[src/rtl/dual_button_debounce_long_press_core_assert.svh]
// Assertion macros shared by the debounce core.
`ifndef DUAL_BUTTON_DEBOUNCE_LONG_PRESS_CORE_ASSERT_SVH
`define DUAL_BUTTON_DEBOUNCE_LONG_PRESS_CORE_ASSERT_SVH

// Check cons on the same edge as ante.
`define DBDLP_ASSERT_SAME(label, ante, cons) \
    label: assert property (@(posedge i_clk) disable iff (!i_rst_n) (ante) |-> (cons)) \
        else $error("dbdlp assertion failed");

// Check cons on the edge after ante.
`define DBDLP_ASSERT_NEXT(label, ante, cons) \
    label: assert property (@(posedge i_clk) disable iff (!i_rst_n) (ante) |=> (cons)) \
        else $error("dbdlp assertion failed");

`endif

[src/rtl/dbdlp_pkg.sv]
// Shared types and constants of the dual button debounce core.
package dbdlp_pkg;

    localparam int TIME_BITS_DEFAULT = 32;
    localparam int NOW_MS_BITS       = 32;
    localparam int CFG_DATA_BITS     = 16;
    localparam int CFG_INDEX_BITS    = 4;

    localparam logic [CFG_DATA_BITS-1:0] DEBOUNCE_RESET   = 16'd50;
    localparam logic [CFG_DATA_BITS-1:0] LONG_PRESS_RESET = 16'd1000;
    localparam logic                     IDLE_LEVEL_RESET = 1'b1;

    localparam logic [CFG_INDEX_BITS-1:0] CFG_DEBOUNCE    = 4'd0;
    localparam logic [CFG_INDEX_BITS-1:0] CFG_LONG_PRESS  = 4'd1;
    localparam logic [CFG_INDEX_BITS-1:0] CFG_CLEAR_IDLE  = 4'd2;
    localparam logic [CFG_INDEX_BITS-1:0] CFG_TOGGLE_IDLE = 4'd3;

    typedef struct packed {
        logic [CFG_DATA_BITS-1:0] debounce_ms;
        logic [CFG_DATA_BITS-1:0] long_press_ms;
        logic                     clear_idle_level;
        logic                     toggle_idle_level;
    } t_cfg;

    typedef struct packed {
        logic short_press;
        logic long_press;
        logic stable_level;
    } t_btn_evt;

endpackage

[src/rtl/dbdlp_cfg.sv]
// Configuration register file of the dual button debounce core.
module dbdlp_cfg
    import dbdlp_pkg::*;
(
    input  logic                      i_clk,
    input  logic                      i_rst_n,
    input  logic                      i_cfg_valid,
    output logic                      o_cfg_ready,
    input  logic [CFG_INDEX_BITS-1:0] i_cfg_index,
    input  logic [CFG_DATA_BITS-1:0]  i_cfg_data,
    output t_cfg                      o_cfg
);

    t_cfg r_cfg;
    t_cfg n_cfg;

    assign o_cfg_ready = 1'b1;
    assign o_cfg       = r_cfg;

    always_comb begin
        n_cfg = r_cfg;
        if (i_cfg_valid) begin
            unique case (i_cfg_index)
                CFG_DEBOUNCE:    n_cfg.debounce_ms       = i_cfg_data;
                CFG_LONG_PRESS:  n_cfg.long_press_ms     = i_cfg_data;
                CFG_CLEAR_IDLE:  n_cfg.clear_idle_level  = i_cfg_data[0];
                CFG_TOGGLE_IDLE: n_cfg.toggle_idle_level = i_cfg_data[0];
                default:         n_cfg                   = r_cfg;
            endcase
        end
    end

    always_ff @(posedge i_clk) begin
        if (!i_rst_n) begin
            r_cfg.debounce_ms       <= DEBOUNCE_RESET;
            r_cfg.long_press_ms     <= LONG_PRESS_RESET;
            r_cfg.clear_idle_level  <= IDLE_LEVEL_RESET;
            r_cfg.toggle_idle_level <= IDLE_LEVEL_RESET;
        end else begin
            r_cfg <= n_cfg;
        end
    end

endmodule

[src/rtl/dbdlp_button.sv]
// Per-button debounce, press tracking and short/long press detection.
module dbdlp_button
    import dbdlp_pkg::*;
#(
    parameter int TIME_BITS = TIME_BITS_DEFAULT
) (
    input  logic                     i_clk,
    input  logic                     i_rst_n,
    input  logic                     i_adv,
    input  logic [TIME_BITS-1:0]     i_now,
    input  logic                     i_level,
    input  logic                     i_idle_level,
    input  logic [CFG_DATA_BITS-1:0] i_debounce_ms,
    input  logic [CFG_DATA_BITS-1:0] i_long_press_ms,
    output t_btn_evt                 o_evt
);

    logic                 r_raw;
    logic                 r_stable;
    logic                 r_long_done;
    logic                 r_active;
    logic [TIME_BITS-1:0] r_change_time;
    logic [TIME_BITS-1:0] r_press_time;

    logic                 n_raw;
    logic                 n_stable;
    logic                 n_long_done;
    logic                 n_active;
    logic [TIME_BITS-1:0] n_change_time;
    logic [TIME_BITS-1:0] n_press_time;

    logic                 w_changed;
    logic                 w_settled;
    logic                 w_long_due;
    logic [TIME_BITS-1:0] w_since_change;
    logic [TIME_BITS-1:0] w_since_press;

    assign w_changed      = (i_level != r_raw);
    assign w_since_change = i_now - r_change_time;
    assign w_since_press  = i_now - r_press_time;
    assign w_settled      = !w_changed && (w_since_change > TIME_BITS'(i_debounce_ms));
    assign w_long_due     = (w_since_press >= TIME_BITS'(i_long_press_ms));

    always_comb begin
        n_raw         = i_level;
        n_stable      = r_stable;
        n_long_done   = r_long_done;
        n_active      = r_active;
        n_change_time = w_changed ? i_now : r_change_time;
        n_press_time  = r_press_time;
        o_evt         = '0;
        if (w_settled) begin
            if (r_raw != r_stable) begin
                n_stable = r_raw;
                if (r_raw != i_idle_level) begin
                    n_press_time = i_now;
                    n_long_done  = 1'b0;
                    n_active     = 1'b1;
                end else begin
                    o_evt.short_press = !r_long_done;
                    n_press_time      = '0;
                    n_long_done       = 1'b0;
                    n_active          = 1'b0;
                end
            end else if (r_stable != i_idle_level && !r_long_done && r_active
                         && w_long_due) begin
                o_evt.long_press = 1'b1;
                n_long_done      = 1'b1;
            end
        end
        o_evt.stable_level = n_stable;
    end

    always_ff @(posedge i_clk) begin
        if (!i_rst_n) begin
            r_raw         <= IDLE_LEVEL_RESET;
            r_stable      <= IDLE_LEVEL_RESET;
            r_long_done   <= 1'b0;
            r_active      <= 1'b0;
            r_change_time <= '0;
            r_press_time  <= '0;
        end else if (i_adv) begin
            r_raw         <= n_raw;
            r_stable      <= n_stable;
            r_long_done   <= n_long_done;
            r_active      <= n_active;
            r_change_time <= n_change_time;
            r_press_time  <= n_press_time;
        end
    end

endmodule

[src/rtl/dual_button_debounce_long_press_core.sv]
// Top level of the dual button debounce core with short and long press events.
//
// Input channel (i_in_valid / o_in_ready): one poll request with a millisecond
// timestamp and the raw levels of the clear and toggle buttons.
// Output channel (o_out_valid / i_out_ready): one result per poll with the
// short/long press pulses and the debounced level of each button.
// Configuration channel (i_cfg_valid / o_cfg_ready): register index and data;
// debounce time, long press time and the idle level of each button. Write
// only while no poll is in flight.
// A poll accepted into the input register passes to the result register once
// that is empty or being read, and is offered to the receiver from there.
// Throughput: one poll per cycle while the receiver does not stall, set by
// the single-pass per-button compare-and-update between the two registers.
// A stalled output holds its result; the input register still takes a new
// poll while the result register is occupied, and o_in_ready drops only when
// both are full and the receiver is stalling.
// Reset: both buttons start released at level 1 with zeroed timers, debounce
// time 50 ms, long press time 1000 ms, idle levels 1; no request is pending.
`include "dual_button_debounce_long_press_core_assert.svh"

module dual_button_debounce_long_press_core
    import dbdlp_pkg::*;
#(
    parameter int TIME_BITS = TIME_BITS_DEFAULT
) (
    input  logic                      i_clk,
    input  logic                      i_rst_n,
    input  logic                      i_in_valid,
    output logic                      o_in_ready,
    input  logic [NOW_MS_BITS-1:0]    i_now_ms,
    input  logic                      i_clear_level,
    input  logic                      i_toggle_level,
    output logic                      o_out_valid,
    input  logic                      i_out_ready,
    output logic                      o_clear_short_press,
    output logic                      o_clear_long_press,
    output logic                      o_toggle_short_press,
    output logic                      o_toggle_long_press,
    output logic                      o_clear_stable_level,
    output logic                      o_toggle_stable_level,
    input  logic                      i_cfg_valid,
    output logic                      o_cfg_ready,
    input  logic [CFG_INDEX_BITS-1:0] i_cfg_index,
    input  logic [CFG_DATA_BITS-1:0]  i_cfg_data
);

    t_cfg                   w_cfg;
    t_btn_evt               w_clear_evt;
    t_btn_evt               w_toggle_evt;
    logic [TIME_BITS-1:0]   w_now;
    logic                   w_adv;

    logic                   r_in_valid;
    logic [NOW_MS_BITS-1:0] r_now_ms;
    logic                   r_clear_level;
    logic                   r_toggle_level;
    logic                   r_out_valid;
    t_btn_evt               r_clear_evt;
    t_btn_evt               r_toggle_evt;

    dbdlp_cfg u_cfg (
        .i_clk       (i_clk),
        .i_rst_n     (i_rst_n),
        .i_cfg_valid (i_cfg_valid),
        .o_cfg_ready (o_cfg_ready),
        .i_cfg_index (i_cfg_index),
        .i_cfg_data  (i_cfg_data),
        .o_cfg       (w_cfg)
    );

    assign w_now      = TIME_BITS'(r_now_ms);
    assign w_adv      = r_in_valid && (!r_out_valid || i_out_ready);
    assign o_in_ready = !r_in_valid || w_adv;

    dbdlp_button #(
        .TIME_BITS (TIME_BITS)
    ) u_clear (
        .i_clk           (i_clk),
        .i_rst_n         (i_rst_n),
        .i_adv           (w_adv),
        .i_now           (w_now),
        .i_level         (r_clear_level),
        .i_idle_level    (w_cfg.clear_idle_level),
        .i_debounce_ms   (w_cfg.debounce_ms),
        .i_long_press_ms (w_cfg.long_press_ms),
        .o_evt           (w_clear_evt)
    );

    dbdlp_button #(
        .TIME_BITS (TIME_BITS)
    ) u_toggle (
        .i_clk           (i_clk),
        .i_rst_n         (i_rst_n),
        .i_adv           (w_adv),
        .i_now           (w_now),
        .i_level         (r_toggle_level),
        .i_idle_level    (w_cfg.toggle_idle_level),
        .i_debounce_ms   (w_cfg.debounce_ms),
        .i_long_press_ms (w_cfg.long_press_ms),
        .o_evt           (w_toggle_evt)
    );

    always_ff @(posedge i_clk) begin
        if (!i_rst_n) begin
            r_in_valid  <= 1'b0;
            r_out_valid <= 1'b0;
        end else begin
            if (o_in_ready) begin
                r_in_valid <= i_in_valid;
            end
            if (w_adv) begin
                r_out_valid <= 1'b1;
            end else if (i_out_ready) begin
                r_out_valid <= 1'b0;
            end
        end
    end

    always_ff @(posedge i_clk) begin
        if (i_in_valid && o_in_ready) begin
            r_now_ms       <= i_now_ms;
            r_clear_level  <= i_clear_level;
            r_toggle_level <= i_toggle_level;
        end
        if (w_adv) begin
            r_clear_evt  <= w_clear_evt;
            r_toggle_evt <= w_toggle_evt;
        end
    end

    assign o_out_valid           = r_out_valid;
    assign o_clear_short_press   = r_clear_evt.short_press;
    assign o_clear_long_press    = r_clear_evt.long_press;
    assign o_toggle_short_press  = r_toggle_evt.short_press;
    assign o_toggle_long_press   = r_toggle_evt.long_press;
    assign o_clear_stable_level  = r_clear_evt.stable_level;
    assign o_toggle_stable_level = r_toggle_evt.stable_level;

    `DBDLP_ASSERT_SAME(a_clear_one_event, r_out_valid, !(r_clear_evt.short_press && r_clear_evt.long_press))
    `DBDLP_ASSERT_SAME(a_toggle_one_event, r_out_valid, !(r_toggle_evt.short_press && r_toggle_evt.long_press))
    `DBDLP_ASSERT_NEXT(a_request_held, i_in_valid && o_in_ready, r_in_valid)
    `DBDLP_ASSERT_NEXT(a_result_loaded, w_adv, r_out_valid)

endmodule
[config.mk]
export PLATFORM = sky130hd
export DESIGN_NAME = dual_button_debounce_long_press_core
export DESIGN_NICKNAME = d
export VERILOG_FILES = /design/src/rtl/dbdlp_pkg.sv /design/src/rtl/dbdlp_cfg.sv /design/src/rtl/dbdlp_button.sv /design/src/rtl/dual_button_debounce_long_press_core.sv
export VERILOG_INCLUDE_DIRS = /design/src /design/src/rtl
export SDC_FILE = /design/constraint.sdc
export NUM_CORES = 1
export LEC_CHECK = 0
export BUFFER_PORTS_ARGS = -buffer_cell sky130_fd_sc_hd__buf_4
export CAP_MARGIN = 25
export CORE_ASPECT_RATIO = 1.2
export CORE_UTILIZATION = 35
export DETAILED_ROUTE_END_ITERATION = 10
export SYNTH_ARGS = -nofsm -noshare
export SYNTH_HDL_FRONTEND = slang
export SYNTH_SLANG_ARGS = --single-unit
[constraint.sdc]
create_clock -name i_clk -period 11.1 [get_ports i_clk]
set_clock_uncertainty 0.2 [all_clocks]
set_input_delay 0.555 -clock i_clk [delete_from_list [all_inputs] [get_ports i_clk]]
set_output_delay 0.555 -clock i_clk [all_outputs]
set_load 0.01 [all_outputs]
==> results of run 1 <==
==> cell type report <==
| type | count | area [sq um] | area share (%) |
|---|---|---|---|
| multi-input combinational | 1737 | 11430 | 59.11 |
| clock inverter | 17 | 125.1 | 0.6472 |
| inverter | 193 | 724.4 | 3.747 |
| tap | 630 | 788.3 | 4.077 |
| timing repair buffer | 110 | 924.6 | 4.783 |
| clock buffer | 33 | 698.2 | 3.611 |
| sequential | 212 | 4644 | 24.02 |
==> placed cells by master, fill, tap and decap left out, drive strengths merged, types with 16 or more instances in the layout <==
master	count
mux2i	43
dfxtp	172
nand2	374
o21ai	99
and2	16
and3	20
o31ai	16
ha	188
nand4	38
clkbuf	33
dlygate4sd3	33
xnor2	49
a21oi	262
o211ai	35
buf	77
a22o	32
nor3	30
nor2	115
a21o	42
edfxtp	40
nand3	53
o21a	32
nor2b	17
inv	194
a211oi	24
a31oi	19
xor2	31
==> per-stage QoR <==
step                area, sq um  cells  total power, W  utilization, %
floorplan                 17220   2247        0.001261               -
global placement          18150   2847        0.001414           37.54
detailed placement        18150   2847        0.001425           37.54
CTS                       19300   2930        0.002262           39.93
global route              19330   2932        0.002369           40.00
finish                    19330   2932        0.002252           40.00
==> registers in the layout, indices dropped and copies added, names as in the netlist, 32 cells and up <==
| register | cells |
|---|---|
| u_toggle.r_press_time | 32 |
| u_clear.r_press_time | 32 |
| u_clear.r_change_time | 32 |
| u_toggle.r_change_time | 32 |
| r_now_ms | 32 |
| u_cfg.o_cfg | 34 |
==> logic make-up after synthesis <==
| kind of cell | count (synthesis) | synth area share (%) |
|---|---|---|
| xor gates and xnor gates | 80 | 4.068 |
| AOI/OAI and AO/OA | 686 | 25.99 |
| muxes | 47 | 2.761 |
| adders and majority gates | 192 | 14.12 |
| other | 1 | 0.02177 |
| buffers and inverters | 298 | 6.822 |
| DFF | 212 | 26.97 |
| and+or+nand+nor | 731 | 19.24 |
==> worst paths after layout <==
path,cells past startpoint,to
setup / recovery,22,u_clear.r_press_time[9]$_SDFFE_PN0P_
setup reg to reg,22,u_clear.r_press_time[9]$_SDFFE_PN0P_
hold / removal,1,r_now_ms[12]$_DFFE_PP_
hold reg to reg,2,u_toggle.r_press_time[12]$_SDFFE_PN0P_
==> metal layers <==
layer / global-route usage, % / routed length (um) / part of all wire [%] / vias to the layer above
li1: - / - / - / 8123
met1: 27.82 / 24440 / 45 / 7797
met2: 36.48 / 25480 / 47 / 466
met3: 2.217 / 2861 / 5.3 / 85
met4: 5.509 / 1384 / 2.6 / 0
met5: 0 / 0 / 0 / -
==> report_power, final <==
part           total, W  internal [W]  switching (W)
sequential     0.000840      0.000807      0.0000327
combinational  0.000588      0.000233       0.000355
clock          0.000824      0.000471       0.000353
==> critical path: stages, from the launching register on <==
cell,delay (ps)
edfxtp_1,440
inv_1,170
ha_1,190
inv_1,60
fa_1,430
a211oi_1,320
o21ai_1,220
and2_1,220
nor2_1,150
o21ai_0,110
xor2_1,180
ha_1,290
nand4_1,130
or4_1,570
or2_0,250
o31a_1,140
nor4_1,190
o2111ai_1,150
a2111oi_1,620
and4_1,390
o31a_1,160
buf_4,360
a22o_1,200
==> flow_summary.ini, run 1 <==
[critical_path]
r2r_slack_ps = 4870
path_max_fanout = 33
crit_arrival_ps = 6510
worstSetupEndpointType = flop
critPathLaunchType = flop
path_class = reg -> reg
cp.required_ps = 11390
r2r_start = r_now_ms[0]$_DFFE_PP_
cp-startpoint = r_now_ms[0]$_DFFE_PP_

[status]
status = finished, final reports clean

[sta]
whs_ps = 26.20
timing.setup.tns_ps = 0
min_period_ps = 6227
finalCritPeriodShare_pct = 56.10
maxSlewViolCount = 0
finalSetupViolations = 0
rsz0062_at_grt = no
worstMarginPinSlew_ps = 1027
slew_headroom_pct = 31.16
hold_violations = 0
clock.fmax_ghz = 0.1606
setup_ws_ps = 4873

[min_path]
hold_path_class = in -> reg
hold_start = i_now_ms[12]

[yosys]
yosysTopAreaCellShare_pct = 19.99
synth_top_cells_by_area = dfxtp_1 20%, ha_1 14%, nand2_1 8.2%
yosysUniqueCellTypes = 87
ys.flop_type = dfxtp_1
synth_edf_count = 40
netlist_area_sq_um = 17220
yosys-top-cells-count = 374 x nand2_1, 258 x a21oi_1, 193 x inv_1, 188 x ha_1, 172 x dfxtp_1
synth_area_leader_cell = dfxtp_1
yosysWarnings = 0
syn_inst = 2247
synth_async_sr_flop_share_pct = 0
yosysMostFrequentCell = nand2_1
ys_seq_elements = 212
yosysSeqAreaShare_pct = 26.97
syn-num-nets = 2498
syn_avg_cell_area_sq_um = 7.665

[power_and_ir_drop]
powerDensity_nw_per_um2 = 116.5
peakVddDrop_uv = 107.7
p_leak_nw = 7.133

[route]
num_vias = 16471
drc = 0
ant_nets = 0
viasPerCell = 5.618
wl_mm = 54.17
drt_iter0_drc = 1117
first_pass_iters = 7
wl_per_cell_um = 18.47

[floorplan]
design.portCount = 68
fp.dieH_um = 245
initial_core_util_pct = 35.63
dieWidth_um = 204.5
die-area_sq_um = 50100
rows = 88
coreArea_sq_um = 48340

[finish]
antennaDiodeCount = 0
layout-drive-gt1-share_pct = 6.603
nNetsFinal = 2532
syn_to_final_growth_pct = 12.25
fill_cells = 4906

[grt]
antenna_found_initial = 0
grt_use_total_pct = 21.15
grt_pass1_vias = 15354
gr-total-overflow = 0
grt_max_degree = 62
grt_pass1_wl_mm = 84.21

[placed_design]
dp_slack_ps = 4944
numPortBuffers = 66
dp_hpwl_mm = 41.53
gp_congestion = 0.9255

[clock_tree]
ctsHoldBuffers = 33
cts_resized = 0
clk_latency_ps = 550
clk_path_buf_depth = 3
tritoncts = yes
post-cts-setup-buffers = 0
numCtsBuffers = 27
cts_max_level = 1
root_buffer = clkbuf_16
clk_pin_slew_ps = 60
cts.sinks = 212

[job]
drv_cap = 0
Power figures use the tool's default switching activity.
==> run 2: changes to the inputs <==
--- a/config.mk
+++ b/config.mk
@@ -6,6 +6,7 @@
 export SDC_FILE = /design/constraint.sdc
 export NUM_CORES = 1
 export LEC_CHECK = 0
+export ABC_AREA = 1
 export BUFFER_PORTS_ARGS = -buffer_cell sky130_fd_sc_hd__buf_4
 export CAP_MARGIN = 25
 export CORE_ASPECT_RATIO = 1.2
==> constraint.sdc (replaced) <==
create_clock -name i_clk -period 5.9 [get_ports i_clk]
set_clock_uncertainty 0.2 [all_clocks]
set_input_delay 0.295 -clock i_clk [delete_from_list [all_inputs] [get_ports i_clk]]
set_output_delay 0.295 -clock i_clk [all_outputs]
set_load 0.01 [all_outputs]
==> flow_summary.ini, run 2 <==
[yosys]
synth_top_family_by_area = simple AND/OR/NAND/NOR gates
syn-num-nets = 3353
yosys.area_share.simple_pct = 35.39
synth_top_cells_by_area = nand2_1 20%, dfxtp_1 18%, ha_1 12%
synth_edf_count = 40
synth.area.mux_share_pct = 0
syn_inst = 3102
yosysTopAreaCellShare_pct = 20.47
yosys-top-cells-count = 1029 x nand2_1, 590 x inv_1, 236 x nor2_1, 208 x nand3_1, 207 x a21oi_1
ys_seq_elements = 212
netlist_area_sq_um = 18870
syn_avg_cell_area_sq_um = 6.084
yosysMostFrequentCell = nand2_1
yosysWarnings = 0
synth_fa_ha_area_share_pct = 12.89
synth_async_sr_flop_share_pct = 0
synth_compound_area_share_pct = 10.67
yosysSeqAreaShare_pct = 24.61
synth_area_leader_cell = nand2_1
synth_xor_area_share_pct = 3.063
ys.flop_type = dfxtp_1
yosysUniqueCellTypes = 48

[clock_tree]
clk_path_buf_depth = 3
tritoncts = yes
clk_latency_ps = 570
root_buffer = clkbuf_16
numCtsBuffers = 26
post-cts-setup-buffers = 0
cts.sinks = 212
clk_pin_slew_ps = 70
cts_max_level = 1
cts_resized = 0

[route]
wl_per_cell_um = 15.48
first_pass_iters = 5
num_vias = 18893
viasPerCell = 4.782
wl_mm = 61.15
drt_iter0_drc = 1152
drc = 0
ant_nets = 0

[grt]
grt_pass1_wl_mm = 95.88
grt_pass1_vias = 18043
use_met2_pct = 42.34
antenna_found_initial = 0
grt-busiest-layer = met2
use_met1_pct = 24.49
grt_use_total_pct = 21.93
grt_max_degree = 109
use_met3_pct = 2.100
gr-total-overflow = 0

[finish]
fin_util_pct = 41.00
layout-drive-gt1-share_pct = 5.792
antennaDiodeCount = 0
largest_reg_flops = 34
fill_cells = 5755
mostFrequentLayoutCell = nand2_1
layout_common_cells = 1029 x nand2_1, 589 x inv_1, 235 x nor2_1
nNetsFinal = 3477
syn_to_final_growth_pct = 14.78

[floorplan]
fp.dieH_um = 256.4
die-area_sq_um = 54860
rows = 92
coreArea_sq_um = 52840
dieWidth_um = 214.0
design.portCount = 68
initial_core_util_pct = 35.72

[sta]
slew_headroom_pct = 30.83
finalSetupViolations = 0
rsz0062_at_grt = no
hold_violations = 0
finalCritPeriodShare_pct = 77.26
min_period_ps = 4558
timing.setup.tns_ps = 0
clock.fmax_ghz = 0.2194
maxSlewViolCount = 0
worstMarginPinSlew_ps = 1035

[status]
status = finished, final reports clean

[critical_path]
cpMostUsedCell = nand2_1
cp_num_buf_inv = 3
path_class = reg -> reg
slowest_stage = fa_1
crit_family = simple AND/OR/NAND/NOR gates
worstSetupEndpointType = flop
cp.required_ps = 6120
crit_arrival_ps = 4780
path_max_fanout = 31
slowest_delay_ps = 480
critPathLaunchType = flop

[job]
drv_cap = 0

[placed_design]
numPortBuffers = 66
gp_congestion = 1.023
dp_hpwl_mm = 48.91

[power_and_ir_drop]
total_power_w = 0.004629
peakVddDrop_uv = 172.1
p_leak_nw = 11.10
powerDensity_nw_per_um2 = 213.7

[min_path]
hold_path_class = in -> reg
[run 2: power breakdown]
part / internal (W) / switching (W) / leakage, nW
Sequential: 0.00153 / 0.0000516 / 1.79
Combinational: 0.000508 / 0.000904 / 8.89
Clock: 0.000923 / 0.000710 / 0.421
[run 2: layout make-up]
class,count,area [sq um],share of cell area [%]
Sequential cell,212,4644,21.44
Clock buffer,31,710.7,3.281
Tap cell,705,882.1,4.072
Multi-Input combinational cell,2241,11710,54.05
Clock inverter,17,167.7,0.7740
Inverter,593,2226,10.28
Timing Repair Buffer,152,1321,6.100
[run 2: logic make-up (layout without fill, tap and decap cells)]
group / count (synthesis) / after routing
AND/OR/NAND/NOR: 1603 / 1603
buffers and inverters: 649 / 793
AO/OA/AOI/OAI: 379 / 379
flip-flops: 212 / 212
adder cells (fa/ha/maj): 192 / 192
XOR/XNOR: 66 / 66
other: 1 / 1
[run 2: metal layers]
layer | vias up | wire length, um
met5 | - | 0
met1 | 8477 | 24940
met2 | 348 | 31850
met4 | 0 | 2124
met3 | 101 | 2237
li1 | 9967 | -
[run 2: per-stage QoR]
stage	instances	instance area, sq um	worst slack (ps)	hold WS [ps]
after floorplan	3102	18870	2246	193.9
after global placement	3838	20110	1452	246.2
after detailed placement	3838	20110	1367	249.7
after CTS	3950	21630	1336	79.22
after global routing	3951	21660	950.1	123.9
final	3951	21660	1342	108.0
[run 2: path summary, 6_finish.rpt]
check	slack, ps	startpoint	cells past startpoint	end
max	1340	r_now_ms[0]$_DFFE_PP_	26	u_toggle.r_press_time[29]$_SDFFE_PN0P_
min	110	i_cfg_index[1]	5	u_cfg.o_cfg[6]$_SDFFE_PN0P_
max reg2reg	1340	r_now_ms[0]$_DFFE_PP_	26	u_toggle.r_press_time[29]$_SDFFE_PN0P_
min reg2reg	250	u_clear.r_change_time[6]$_SDFFE_PN0P_	2	u_clear.r_change_time[6]$_SDFFE_PN0P_
[run 2: tightest hold or removal path, cell delays in order]
cell and delay (ps):
buf_4 80, nor2_1 40, nand3_1 60, buf_4 250, a21oi_1 100
[run 2: what timing repair did]
item	4_1_cts	5_1_grt
hold endpoints to repair	79	0
hold buffers	64	0
setup endpoints to repair	0	0
